$ cat src/rtl/gbm_path_step_assert.svh
// Assertion macros for the GBM path step block.
`ifndef GBM_PATH_STEP_ASSERT_SVH
`define GBM_PATH_STEP_ASSERT_SVH

// Same-cycle implication, sampled on clk, off during reset.
`define GBM_ASSERT_NOW(lbl, ante, cons, msg) \
	lbl: assert property (@(posedge clk) disable iff (!arst_n) (ante) |-> (cons)) \
		else $error(msg);

// Next-cycle implication, sampled on clk, off during reset.
`define GBM_ASSERT_NEXT(lbl, ante, cons, msg) \
	lbl: assert property (@(posedge clk) disable iff (!arst_n) (ante) |=> (cons)) \
		else $error(msg);

`endif

$ cat src/rtl/gbm_pkg.sv
// Shared constants, types and tables for the GBM path step block.
package gbm_pkg;

	localparam int PRICE_WIDTH_DEF = 48;
	localparam int PRICE_OUT_W     = 48;
	localparam int REG_IDX_W       = 2;
	localparam int WR_DATA_W       = 48;

	localparam logic [REG_IDX_W-1:0] REG_START_PRICE = 2'd0;
	localparam logic [REG_IDX_W-1:0] REG_LOG_DRIFT   = 2'd1;
	localparam logic [REG_IDX_W-1:0] REG_LOG_DIFF    = 2'd2;
	localparam logic [REG_IDX_W-1:0] REG_STEPS       = 2'd3;

	localparam logic [47:0] START_PRICE_RST = 48'd65536;

	// serial multiplier geometry
	localparam int DIGIT_W = 8;
	localparam int MUL_BW  = 32;
	localparam int MIN_AW  = 40;

	localparam logic [30:0] LOG2E_Q30 = 31'd1549082005;
	localparam logic [29:0] LN2_Q30   = 30'd744261118;
	localparam logic [30:0] ONE_Q30   = 31'h4000_0000;
	localparam logic [3:0]  SERIES_TERMS = 4'd12;

	// log increment clamp, +-64 in Q8.24
	localparam logic signed [38:0] X_LIM  = 39'sd1073741824;
	localparam logic signed [38:0] X_NLIM = -39'sd1073741824;

	// final scale: value = P << 63 >> (30 + 63 - n)
	localparam int          LSHIFT_MAX = 63;
	localparam logic [8:0]  SHIFT_BIAS = 9'd93;

	typedef enum logic [2:0] {
		ST_IDLE,
		ST_DIFF,
		ST_LOG2E,
		ST_LN2,
		ST_SQ,
		ST_DIV,
		ST_PRICE,
		ST_OUT
	} state_t;

	// ceil(2^36 / k): floor(v / k) == (v * recip(k)) >> 36 for v < 2^31
	function automatic logic [36:0] recip(input logic [3:0] k);
		logic [36:0] r;
		case (k)
			4'd1:    r = 37'd68719476736;
			4'd2:    r = 37'd34359738368;
			4'd3:    r = 37'd22906492246;
			4'd4:    r = 37'd17179869184;
			4'd5:    r = 37'd13743895348;
			4'd6:    r = 37'd11453246123;
			4'd7:    r = 37'd9817068106;
			4'd8:    r = 37'd8589934592;
			4'd9:    r = 37'd7635497416;
			4'd10:   r = 37'd6871947674;
			4'd11:   r = 37'd6247225158;
			4'd12:   r = 37'd5726623062;
			default: r = '0;
		endcase
		return r;
	endfunction

endpackage

$ cat src/rtl/gbm_smul.sv
// Digit-serial unsigned multiplier, one 8-bit digit of b per cycle.
module gbm_smul #(
	parameter int AW = gbm_pkg::MIN_AW,
	parameter int BW = gbm_pkg::MUL_BW
) (
	input  logic           clk,
	input  logic           arst_n,
	input  logic           start,
	input  logic [AW-1:0]  a,
	input  logic [BW-1:0]  b,
	output logic           busy,
	output logic [AW+BW-1:0] p
);
	import gbm_pkg::*;

	localparam int NDIG  = BW / DIGIT_W;
	localparam int CNT_W = $clog2(NDIG + 1);
	localparam int SW    = AW + DIGIT_W;

	logic [AW-1:0]    a_q;
	logic [AW-1:0]    hi_q;
	logic [BW-1:0]    lo_q;
	logic [CNT_W-1:0] cnt_q;
	logic [SW-1:0]    sum;

	assign sum  = SW'(hi_q) + SW'(a_q) * SW'(lo_q[DIGIT_W-1:0]);
	assign busy = (cnt_q != '0);
	assign p    = {hi_q, lo_q};

	always_ff @(posedge clk or negedge arst_n) begin
		if (!arst_n) begin
			cnt_q <= '0;
		end else if (start) begin
			cnt_q <= CNT_W'(NDIG);
		end else if (busy) begin
			cnt_q <= cnt_q - CNT_W'(1);
		end
	end

	// partial product shifts right one digit per cycle
	always_ff @(posedge clk) begin
		if (start) begin
			a_q  <= a;
			hi_q <= '0;
			lo_q <= b;
		end else if (busy) begin
			hi_q <= sum[SW-1:DIGIT_W];
			lo_q <= {sum[DIGIT_W-1:0], lo_q[BW-1:DIGIT_W]};
		end
	end

endmodule

$ cat src/rtl/gbm_path_step.sv
// Top level: one exact GBM time step per input transaction.
// Each transaction takes 28 multiplies, run one after another.
// A new transaction is accepted only after the last one has left ST_OUT, since every step uses the single
// 8-bit-per-cycle serial multiplier (diffusion, log2e, ln2, 12 series terms with reciprocal divide, price).
// Reset: registers take their listed values, step count clears, no result pending.
`include "gbm_path_step_assert.svh"
module gbm_path_step #(
	parameter int PRICE_WIDTH = gbm_pkg::PRICE_WIDTH_DEF
) (
	input  logic                           clk,
	input  logic                           arst_n,
	input  logic                           wr_en,
	input  logic [gbm_pkg::REG_IDX_W-1:0]  wr_index,
	input  logic [gbm_pkg::WR_DATA_W-1:0]  wr_data,
	input  logic                           in_valid,
	output logic                           in_stall,
	input  logic signed [15:0]             normal_sample,
	output logic                           out_valid,
	input  logic                           out_stall,
	output logic [gbm_pkg::PRICE_OUT_W-1:0] next_price,
	output logic [15:0]                    step_number,
	output logic                           path_done
);
	import gbm_pkg::*;

	localparam int MUL_AW = (PRICE_WIDTH > MIN_AW) ? PRICE_WIDTH : MIN_AW;
	localparam int MUL_PW = MUL_AW + MUL_BW;
	localparam int EXT_W  = MUL_PW + LSHIFT_MAX;

	// configuration
	logic [47:0] start_q;
	logic [31:0] drift_q;
	logic [31:0] diff_q;
	logic [15:0] steps_q;

	// control
	state_t state_q, state_d;
	logic   issued_q;
	logic   capture;
	logic   mul_start;
	logic   mul_busy;
	logic   out_load;
	logic [3:0]  k_q;
	logic [15:0] cnt_q;

	// datapath
	logic [MUL_AW-1:0]      mul_a;
	logic [MUL_BW-1:0]      mul_b;
	logic [MUL_PW-1:0]      mul_p;
	logic [15:0]            z_q;
	logic                   sneg_q;
	logic [PRICE_WIDTH-1:0] price_q;
	logic [PRICE_WIDTH-1:0] cur_q;
	logic [PRICE_WIDTH-1:0] res_q;
	logic [15:0]            num_q;
	logic                   done_q;
	logic signed [31:0]     x_q;
	logic [7:0]             n_q;
	logic [23:0]            f_q;
	logic [29:0]            u_q;
	logic [30:0]            term_q;
	logic [31:0]            m_q;

	logic [15:0]            zmag;
	logic [48:0]            dmag, dsig;
	logic signed [38:0]     xs;
	logic signed [31:0]     xc;
	logic [30:0]            xmag;
	logic [61:0]            tmag, tsig;
	logic [8:0]             amt9;
	logic [EXT_W-1:0]       shifted;
	logic [PRICE_WIDTH-1:0] res;
	logic [15:0]            limit;
	logic [15:0]            num_n;

	// step bookkeeping at accept
	assign limit = (steps_q == '0) ? 16'd1 : steps_q;
	assign num_n = cnt_q + 16'd1;

	// d = floor(diff * z / 2^12), x = drift + d clamped
	assign zmag = z_q[15] ? (16'd0 - z_q) : z_q;
	assign dmag = {1'b0, mul_p[47:0]};
	assign dsig = sneg_q ? (49'd0 - dmag) : dmag;
	assign xs   = $signed({{7{drift_q[31]}}, drift_q}) + $signed({{2{dsig[48]}}, dsig[48:12]});
	assign xc   = (xs > X_LIM) ? 32'sh4000_0000 :
	              (xs < X_NLIM) ? -32'sh4000_0000 : xs[31:0];
	assign xmag = x_q[31] ? 31'(32'd0 - x_q) : x_q[30:0];

	// t = floor(x * log2e / 2^30)
	assign tmag = {1'b0, mul_p[60:0]};
	assign tsig = sneg_q ? (62'd0 - tmag) : tmag;

	// price * m * 2^(n - 30), saturating
	assign amt9    = SHIFT_BIAS - {n_q[7], n_q};
	assign shifted = {mul_p, {LSHIFT_MAX{1'b0}}} >> amt9[7:0];
	assign res     = (|shifted[EXT_W-1:PRICE_WIDTH]) ? '1 : shifted[PRICE_WIDTH-1:0];

	assign capture = issued_q && !mul_busy;

	gbm_smul #(
		.AW (MUL_AW),
		.BW (MUL_BW)
	) u_smul (
		.clk    (clk),
		.arst_n (arst_n),
		.start  (mul_start),
		.a      (mul_a),
		.b      (mul_b),
		.busy   (mul_busy),
		.p      (mul_p)
	);

	always_comb begin
		state_d  = state_q;
		mul_a    = '0;
		mul_b    = '0;
		out_load = 1'b0;
		in_stall = (state_q != ST_IDLE);
		case (state_q)
			ST_IDLE: begin
				if (in_valid) state_d = ST_DIFF;
			end
			ST_DIFF: begin
				mul_a = MUL_AW'(diff_q);
				mul_b = MUL_BW'(zmag);
				if (capture) state_d = ST_LOG2E;
			end
			ST_LOG2E: begin
				mul_a = MUL_AW'(LOG2E_Q30);
				mul_b = MUL_BW'(xmag);
				if (capture) state_d = ST_LN2;
			end
			ST_LN2: begin
				mul_a = MUL_AW'(LN2_Q30);
				mul_b = MUL_BW'(f_q);
				if (capture) state_d = ST_SQ;
			end
			ST_SQ: begin
				mul_a = MUL_AW'(term_q);
				mul_b = MUL_BW'(u_q);
				if (capture) state_d = ST_DIV;
			end
			ST_DIV: begin
				mul_a = MUL_AW'(recip(k_q));
				mul_b = MUL_BW'(term_q);
				if (capture) state_d = (k_q == SERIES_TERMS) ? ST_PRICE : ST_SQ;
			end
			ST_PRICE: begin
				mul_a = MUL_AW'(price_q);
				mul_b = m_q;
				if (capture) state_d = ST_OUT;
			end
			ST_OUT: begin
				out_load = !out_valid || !out_stall;
				if (out_load) state_d = ST_IDLE;
			end
			default: state_d = ST_IDLE;
		endcase
		mul_start = (state_q != ST_IDLE) && (state_q != ST_OUT) && !issued_q;
	end

	always_ff @(posedge clk or negedge arst_n) begin
		if (!arst_n) begin
			state_q   <= ST_IDLE;
			issued_q  <= 1'b0;
			k_q       <= 4'd1;
			cnt_q     <= '0;
			out_valid <= 1'b0;
			start_q   <= START_PRICE_RST;
			drift_q   <= '0;
			diff_q    <= '0;
			steps_q   <= 16'd1;
		end else begin
			state_q <= state_d;
			if (capture) begin
				issued_q <= 1'b0;
			end else if (mul_start) begin
				issued_q <= 1'b1;
			end
			if (capture && state_q == ST_LN2) k_q <= 4'd1;
			if (capture && state_q == ST_DIV && k_q != SERIES_TERMS) k_q <= k_q + 4'd1;
			if (capture && state_q == ST_PRICE) cnt_q <= done_q ? 16'd0 : num_q;
			if (out_load) begin
				out_valid <= 1'b1;
			end else if (!out_stall) begin
				out_valid <= 1'b0;
			end
			if (wr_en) begin
				case (wr_index)
					REG_START_PRICE: start_q <= wr_data[47:0];
					REG_LOG_DRIFT:   drift_q <= wr_data[31:0];
					REG_LOG_DIFF:    diff_q  <= wr_data[31:0];
					REG_STEPS:       steps_q <= wr_data[15:0];
					default: ;
				endcase
			end
		end
	end

	always_ff @(posedge clk) begin
		if (state_q == ST_IDLE && in_valid) begin
			z_q     <= normal_sample;
			sneg_q  <= normal_sample[15];
			price_q <= (cnt_q == '0) ? PRICE_WIDTH'(start_q) : cur_q;
			num_q   <= num_n;
			done_q  <= (num_n >= limit) || (num_n == '0);
		end
		if (capture) begin
			case (state_q)
				ST_DIFF: begin
					x_q    <= xc;
					sneg_q <= xc[31];
				end
				ST_LOG2E: begin
					n_q <= tsig[61:54];
					f_q <= tsig[53:30];
				end
				ST_LN2: begin
					u_q    <= mul_p[53:24];
					term_q <= ONE_Q30;
					m_q    <= 32'(ONE_Q30);
				end
				ST_SQ: term_q <= mul_p[60:30];
				ST_DIV: begin
					term_q <= mul_p[66:36];
					m_q    <= m_q + 32'(mul_p[66:36]);
				end
				ST_PRICE: begin
					res_q <= res;
					cur_q <= res;
				end
				default: ;
			endcase
		end
		if (out_load) begin
			next_price  <= PRICE_OUT_W'(res_q);
			step_number <= num_q;
			path_done   <= done_q;
		end
	end

	`GBM_ASSERT_NOW(a_mul_no_restart, mul_start, !mul_busy, "multiplier started while busy")
	`GBM_ASSERT_NOW(a_series_range, 1'b1, (k_q >= 4'd1) && (k_q <= SERIES_TERMS), "series index out of range")
	`GBM_ASSERT_NEXT(a_step_count, out_load, out_valid && (path_done ? (cnt_q == 16'd0) : (cnt_q == step_number)), "step count disagrees with result")

endmodule

$ cat config.mk
export PLATFORM = sky130hd
export DESIGN_NAME = gbm_path_step
export DESIGN_NICKNAME = d
export VERILOG_FILES = /design/src/rtl/gbm_pkg.sv /design/src/rtl/gbm_smul.sv /design/src/rtl/gbm_path_step.sv
export VERILOG_INCLUDE_DIRS = /design/src /design/src/rtl
export SDC_FILE = /design/constraint.sdc
export NUM_CORES = 2
export LEC_CHECK = 0
export ABC_AREA = 1
export CORE_MARGIN = 5
export CORE_UTILIZATION = 45
export CTS_CLUSTER_SIZE = 24
export DETAILED_ROUTE_END_ITERATION = 16
export DONT_BUFFER_PORTS = 1
export GPL_ROUTABILITY_DRIVEN = 0
export PLACE_DENSITY = 0.63
export SLEW_MARGIN = 25
export SYNTH_ARGS = -nofsm -noshare
export SYNTH_HDL_FRONTEND = slang
export SYNTH_SLANG_ARGS = --single-unit
$ cat constraint.sdc
create_clock -name clk -period 11.7 [get_ports clk]
set_input_delay 0.585 -clock clk [delete_from_list [all_inputs] [get_ports clk]]
set_output_delay 0.585 -clock clk [all_outputs]
set_load 0.01 [all_outputs]
### Word level (Yosys, flattened, before mapping)

Memory sizes are Yosys's and may differ from the RTL's.
Cells that the tools add are included.

| word-level totals | value |
|---|---|
| flip-flop bits (word level) | 636 |
| bits in read-only memories | 592 |
| bits of input ports | 71 |
| output and inout bits | 67 |
| word-level logic and storage cells | 145 |
| memories kept | 1 |

Memories:

| memory | words | width | rd ports | clocked after Yosys merged registers in | wr ports | line | source |
|---|---|---|---|---|---|---|---|
| (no name shown) | 16 | 37 | 1 | 0 | 0 | gbm_pkg.sv:48 | `case (k)` |

| operators by class | value |
|---|---|
| $add $sub $neg | 11 |
| multiply operators | 1 |
| order comparisons | 3 |
| eq/ne operators | 22 |
| shift operators | 1 |
| multiplexer cells | 37 |
| reductions and logical operators | 39 |

Operator list:

| kind | count |
|---|---|
| case mux 48 bit (6 select lines) | 1 |
| case mux 32 bit (6 select lines) | 1 |
| right shift 143 x 8 -> 143 bit | 1 |
| two-way mux 32 bit | 4 |
| OR reduction 95 bit | 1 |
| case mux 31 bit (3 select lines) | 1 |
| case mux 32 bit (2 select lines) | 1 |
| subtractor 1 x 61 -> 62 bit, first input constant | 1 |
| two-way mux 61 bit | 1 |
| adder 48 x 56 -> 56 bit | 1 |
| multiplier 48 x 8 -> 56 bit | 1 |
| two-way mux 49 bit | 1 |
| subtractor 1 x 48 -> 49 bit, first input constant | 1 |
| logical NOT 16 bit | 3 |
| two-way mux 16 bit | 3 |
| two-way mux 48 bit | 1 |
| adder 32 x 37 -> 38 bit | 1 |
| greater-than comparator 38 x 32 -> 1 bit, second input constant | 1 |
| < comparator 38 x 31 -> 1 bit, second input constant | 1 |
| adder 32 x 31 -> 32 bit | 1 |
| two-way mux 31 bit | 1 |
| subtractor 1 x 31 -> 31 bit, first input constant | 1 |
| two-way mux 3 bit | 10 |
| case mux 3 bit (8 select lines) | 1 |
| 29 further kinds | 74 |

### Logic depth before layout (Yosys ltp)

| logic depth | value |
|---|---|
| depth in word-level cells | 8 |
| mapped depth | 32 |
| mapped depth without buffers | 30 |

### By module

Synthesis repeated with hierarchy kept, for this count alone.

| second synthesis, totals | value |
|---|---|
| cell total of the unflattened synthesis | 7373 |
| area, all modules | 54193.2 um^2 |

By module, submodules not included:

| module | times used | cells an instance | area each (um^2) |
|---|---|---|---|
| gbm_path_step | 1 | 4550 | 33948.8 |
| gbm_smul | 1 | 2823 | 20244.4 |

### Worst setup path before layout

OpenSTA, ideal clock, no wires.

| timing | value |
|---|---|
| kind | flip-flop to flip-flop |
| from | register u_smul.lo_q[0] |
| to | register u_smul.hi_q[38] |
| data arrival time | 5.132 ns |
| data required time | 11.589 ns |
| slack | 6.457 ns |
| stages on the path, launching flop included | 28 |
| path buffers | 3 |
| path through | edfxtp_1 > clkbuf_1 > clkbuf_1 > buf_1 > nand2_1 > fa_1 > inv_1 > fa_1 > inv_1 > fa_1 > inv_1 > fa_1 > ha_1 > nand2_1 > nor2_1 > nand2_1 > nand2_1 > a21oi_1 > o21ai_0 > a21oi_1 > o21ai_0 > nand2_1 > inv_1 > nor2_1 > nand2_1 > nand3_1 > nand3_1 > inv_1 |

| between the ends | value |
|---|---|
| word-level cells in the longest chain between the ends | 2 |

Ends and longest elaborated chain:

| what | line | source |
|---|---|---|
| start: declaration | gbm_smul.sv:22 | `logic [BW-1:0] lo_q;` |
| start signal: assignment | gbm_smul.sv:48 | `lo_q <= {sum[DIGIT_W-1:0], lo_q[BW-1:DIGIT_W]};` |
| multiplier 48 x 8 -> 56 bit | gbm_smul.sv:26 | `assign sum = SW'(hi_q) + SW'(a_q) * SW'(lo_q[DIGIT_W-1:0]);` |
| adder 48 x 56 -> 56 bit | gbm_smul.sv:26 |  |
| end signal: assignment | gbm_smul.sv:47 | `hi_q <= sum[SW-1:DIGIT_W];` |
| end: declaration | gbm_smul.sv:21 | `logic [AW-1:0] hi_q;` |

Every way passes these cells.
A chain may end at the register's enable or synchronous reset.

### Worst setup path in the final report

| timing | value |
|---|---|
| from | register u_smul.hi_q[4] |
| to | register u_smul.hi_q[29] |

| between the ends | value |
|---|---|
| word-level cells in the longest chain between the ends | 1 |

Ends and longest elaborated chain:

| what | line |
|---|---|
| adder 48 x 56 -> 56 bit | gbm_smul.sv:26 |

Every way passes these cells.

==> metrics.csv <==
metric;value;unit
status;completed;
total internal power;4.00;mW
asr flop ratio synth;24.5;%
Global Route Usage Sum;30.6;%
cell mode on critical path;inv_1;
synth unique cells;66;
chip width;350;um
IO buf count;0;
clk_skew;34.0;ps
Req. time, crit path;12270;ps
Antenna Violating Nets Remaining;0;
RSZ-0062 raised after global routing;no;
Clock Path Buffers;3;
Bufs and invs on worst path;7;
most frequent cells in the layout;1642 x nand2_1, 988 x inv_1, 816 x nand3_1;
post_cts resized;0;
Hold Crit Class;in2reg;
Top FF cell, synth;edfxtp_1;
Die Y;350;um
Placed Area;53200;um^2
Post-DP HPWL;148000;um
FF+latch count, synth;636;
synthesized area;52100;um^2
clk slew on worst S/H paths;60;ps
fin crit share;54.6;%
Avg Vias per Cell;5.94;
GR Layer Usage met2;45.4;%
CP Data Arrival Time;6960;ps
Pwr Density;96.4;nW/um^2
Sw Pwr;1.36;mW
Switching Fraction;25.4;%
row count;124;
initial antenna violation count;9;
Area growth syn-to-layout;6.81;%
Fill cells;11197;
initial DRC count;6994;
startpoint types;flip-flop;
largest net degree at the start of global routing;157;
hold_buf cts;2;
Max stage delay on crit path;740;ps
Residual DRC;0;
overall power;5.37;mW
CORE AREA;115000;um^2
Slew Viols, Final;0;
number of hold violations in the final report;0;
WS Path Type;reg2reg;
post-CTS setup buffer count;0;
total clock buffers created by CTS;71;
slew at the pin with the worst max-slew slack;1030;ps
P_leak;26.6;nW
Flop pwr share;46.9;%
Finished Layout Cells;8115;
final design area excluding fillers;55700;um^2
root buffer cell;clkbuf_16;
Synth Warn #;0;
level count of the clock H-tree;3;
Max VDD drop;0.135;mV
Die ar.;123000;um^2
GR Util met1;42.4;%
CTS tree;yes;
setup TNS;0;ps
fin crit period;6390;ps
Ports;138;
Final setup viols;0;
# nets final;7115;
Post-synth EDFFs;431;
first-pass GRT wire length;285000;um
Synthesized Nets;7329;
crit-path max FO;8;
placed cells;7977;
Clk network pwr share;44.2;%
worst skew pair latency;650;ps
Syn Area/Cell;7.72;um^2
M3 GR Usage;8.39;%
DR pass1 iterations;7;
starting density of the core;45.5;%
WL per Instance;23.6;um
max-cap viol count;0;
slowest CP cell;dfxtp_1;
Worst Setup End Kind;flip-flop;
Post-Route WL;192000;um
top cell family by delay on the critical path;adder cells;
share of layout cells above drive strength 1;3.77;%
grt ovf;0;
combinational share of power;8.9;%
vias in the first global route;44869;
gr busiest metal;met2;
most common cell after layout, fill and taps aside;nand2_1;
Seq/Total Area, Yosys;34.2;%
max frequency;156;MHz
vias;48179;
worst rel slew slack;31.3;%
CTS Sinks;636;
Syn Inst Count;6756;
final timing paths:
kind	end	from	cells after the start	slack, ps
min in group asynchronous	start_q[43]	arst_n	2	480
setup reg to reg	u_smul.hi_q[29]	u_smul.hi_q[4]	25	5310
hold reg to reg	next_price[42]	res_q[42]	0	450
setup / recovery	u_smul.hi_q[29]	u_smul.hi_q[4]	25	5310
max in group asynchronous	cnt_q[3]	arst_n	3	10230
hold / removal	z_q[8]	normal_sample[8]	0	40
registers in the layout (all words and copies together), names as in the netlist, 30 cells and up:
register and flops:
u_q 30, diff_q 32, u_smul.a_q 48, res_q 48, price_q 48, drift_q 32, x_q 32, next_price 48
start_q 48, term_q 31, m_q 32, u_smul.hi_q 48, u_smul.lo_q 32
metrics by stage:
step / util (%) / setup slack [ps] / hold WS (ps)
CTS: 48.5 / 5450 / 20.9
global route: 48.6 / 4900 / 27.5
global placement: 46.3 / 5580 / 296
detailed placement: 46.4 / 5510 / 296
finish: 48.6 / 5310 / 43.2
floorplan: - / 6460 / 289
per-layer routing:
| metal | wire length [um] | vias up |
|---|---|---|
| met5 | 39 | - |
| met4 | 10400 | 6 |
| met3 | 24300 | 504 |
| met2 | 80700 | 2835 |
| met1 | 76400 | 23065 |
| li1 | - | 21769 |
final cells by class:
| class | count | area [um^2] | share of cell area, % |
|---|---|---|---|
| Tap cell | 1512 | 1890 | 3.40 |
| Sequential cell | 636 | 17800 | 32.0 |
| Clock inverter | 46 | 567 | 1.02 |
| Inverter | 1006 | 3780 | 6.78 |
| Timing Repair Buffer | 55 | 499 | 0.896 |
| Multi-Input combinational cell | 4772 | 29300 | 52.5 |
| Clock buffer | 85 | 1860 | 3.34 |
| Antenna cell | 3 | 7.51 | 0.0135 |
synth_stat cells, types with 52 or more instances:
library cell	instances	area share [%]
nor3_1	55	0.53
ha_1	176	4.2
xor2_1	83	1.4
dfrtp_1	153	7.3
nor2_1	454	3.3
buf_2	59	0.57
a21oi_1	306	2.9
fa_1	326	13
edfxtp_1	431	25
nand2_1	1643	12
inv_1	995	7.2
nand3_1	819	7.9
clkbuf_1	188	1.4
o21ai_0	416	4.0
o211ai_1	52	0.75
cells by family after synthesis:
| kind of cell | after synthesis | synth area share (%) |
|---|---|---|
| compound gates | 1039 | 11.5 |
| xor+xnor | 119 | 2.01 |
| fa+ha+maj | 502 | 16.7 |
| buf+inv | 1348 | 10.0 |
| flops | 636 | 34.2 |
| mux | 32 | 0.691 |
| simple gates | 3080 | 24.8 |
power by group through the flow:
stage | combinational, mW | clock [mW] | sequential [mW]
final | 0.477 | 2.37 | 2.52
after global routing | 0.532 | 2.49 | 2.52
after global placement | 0.442 | 0 | 2.56
after CTS | 0.463 | 2.39 | 2.52
after detailed placement | 0.447 | 0 | 2.56
after floorplan | 0.332 | 0 | 2.54
Power figures use the tool's default switching activity.
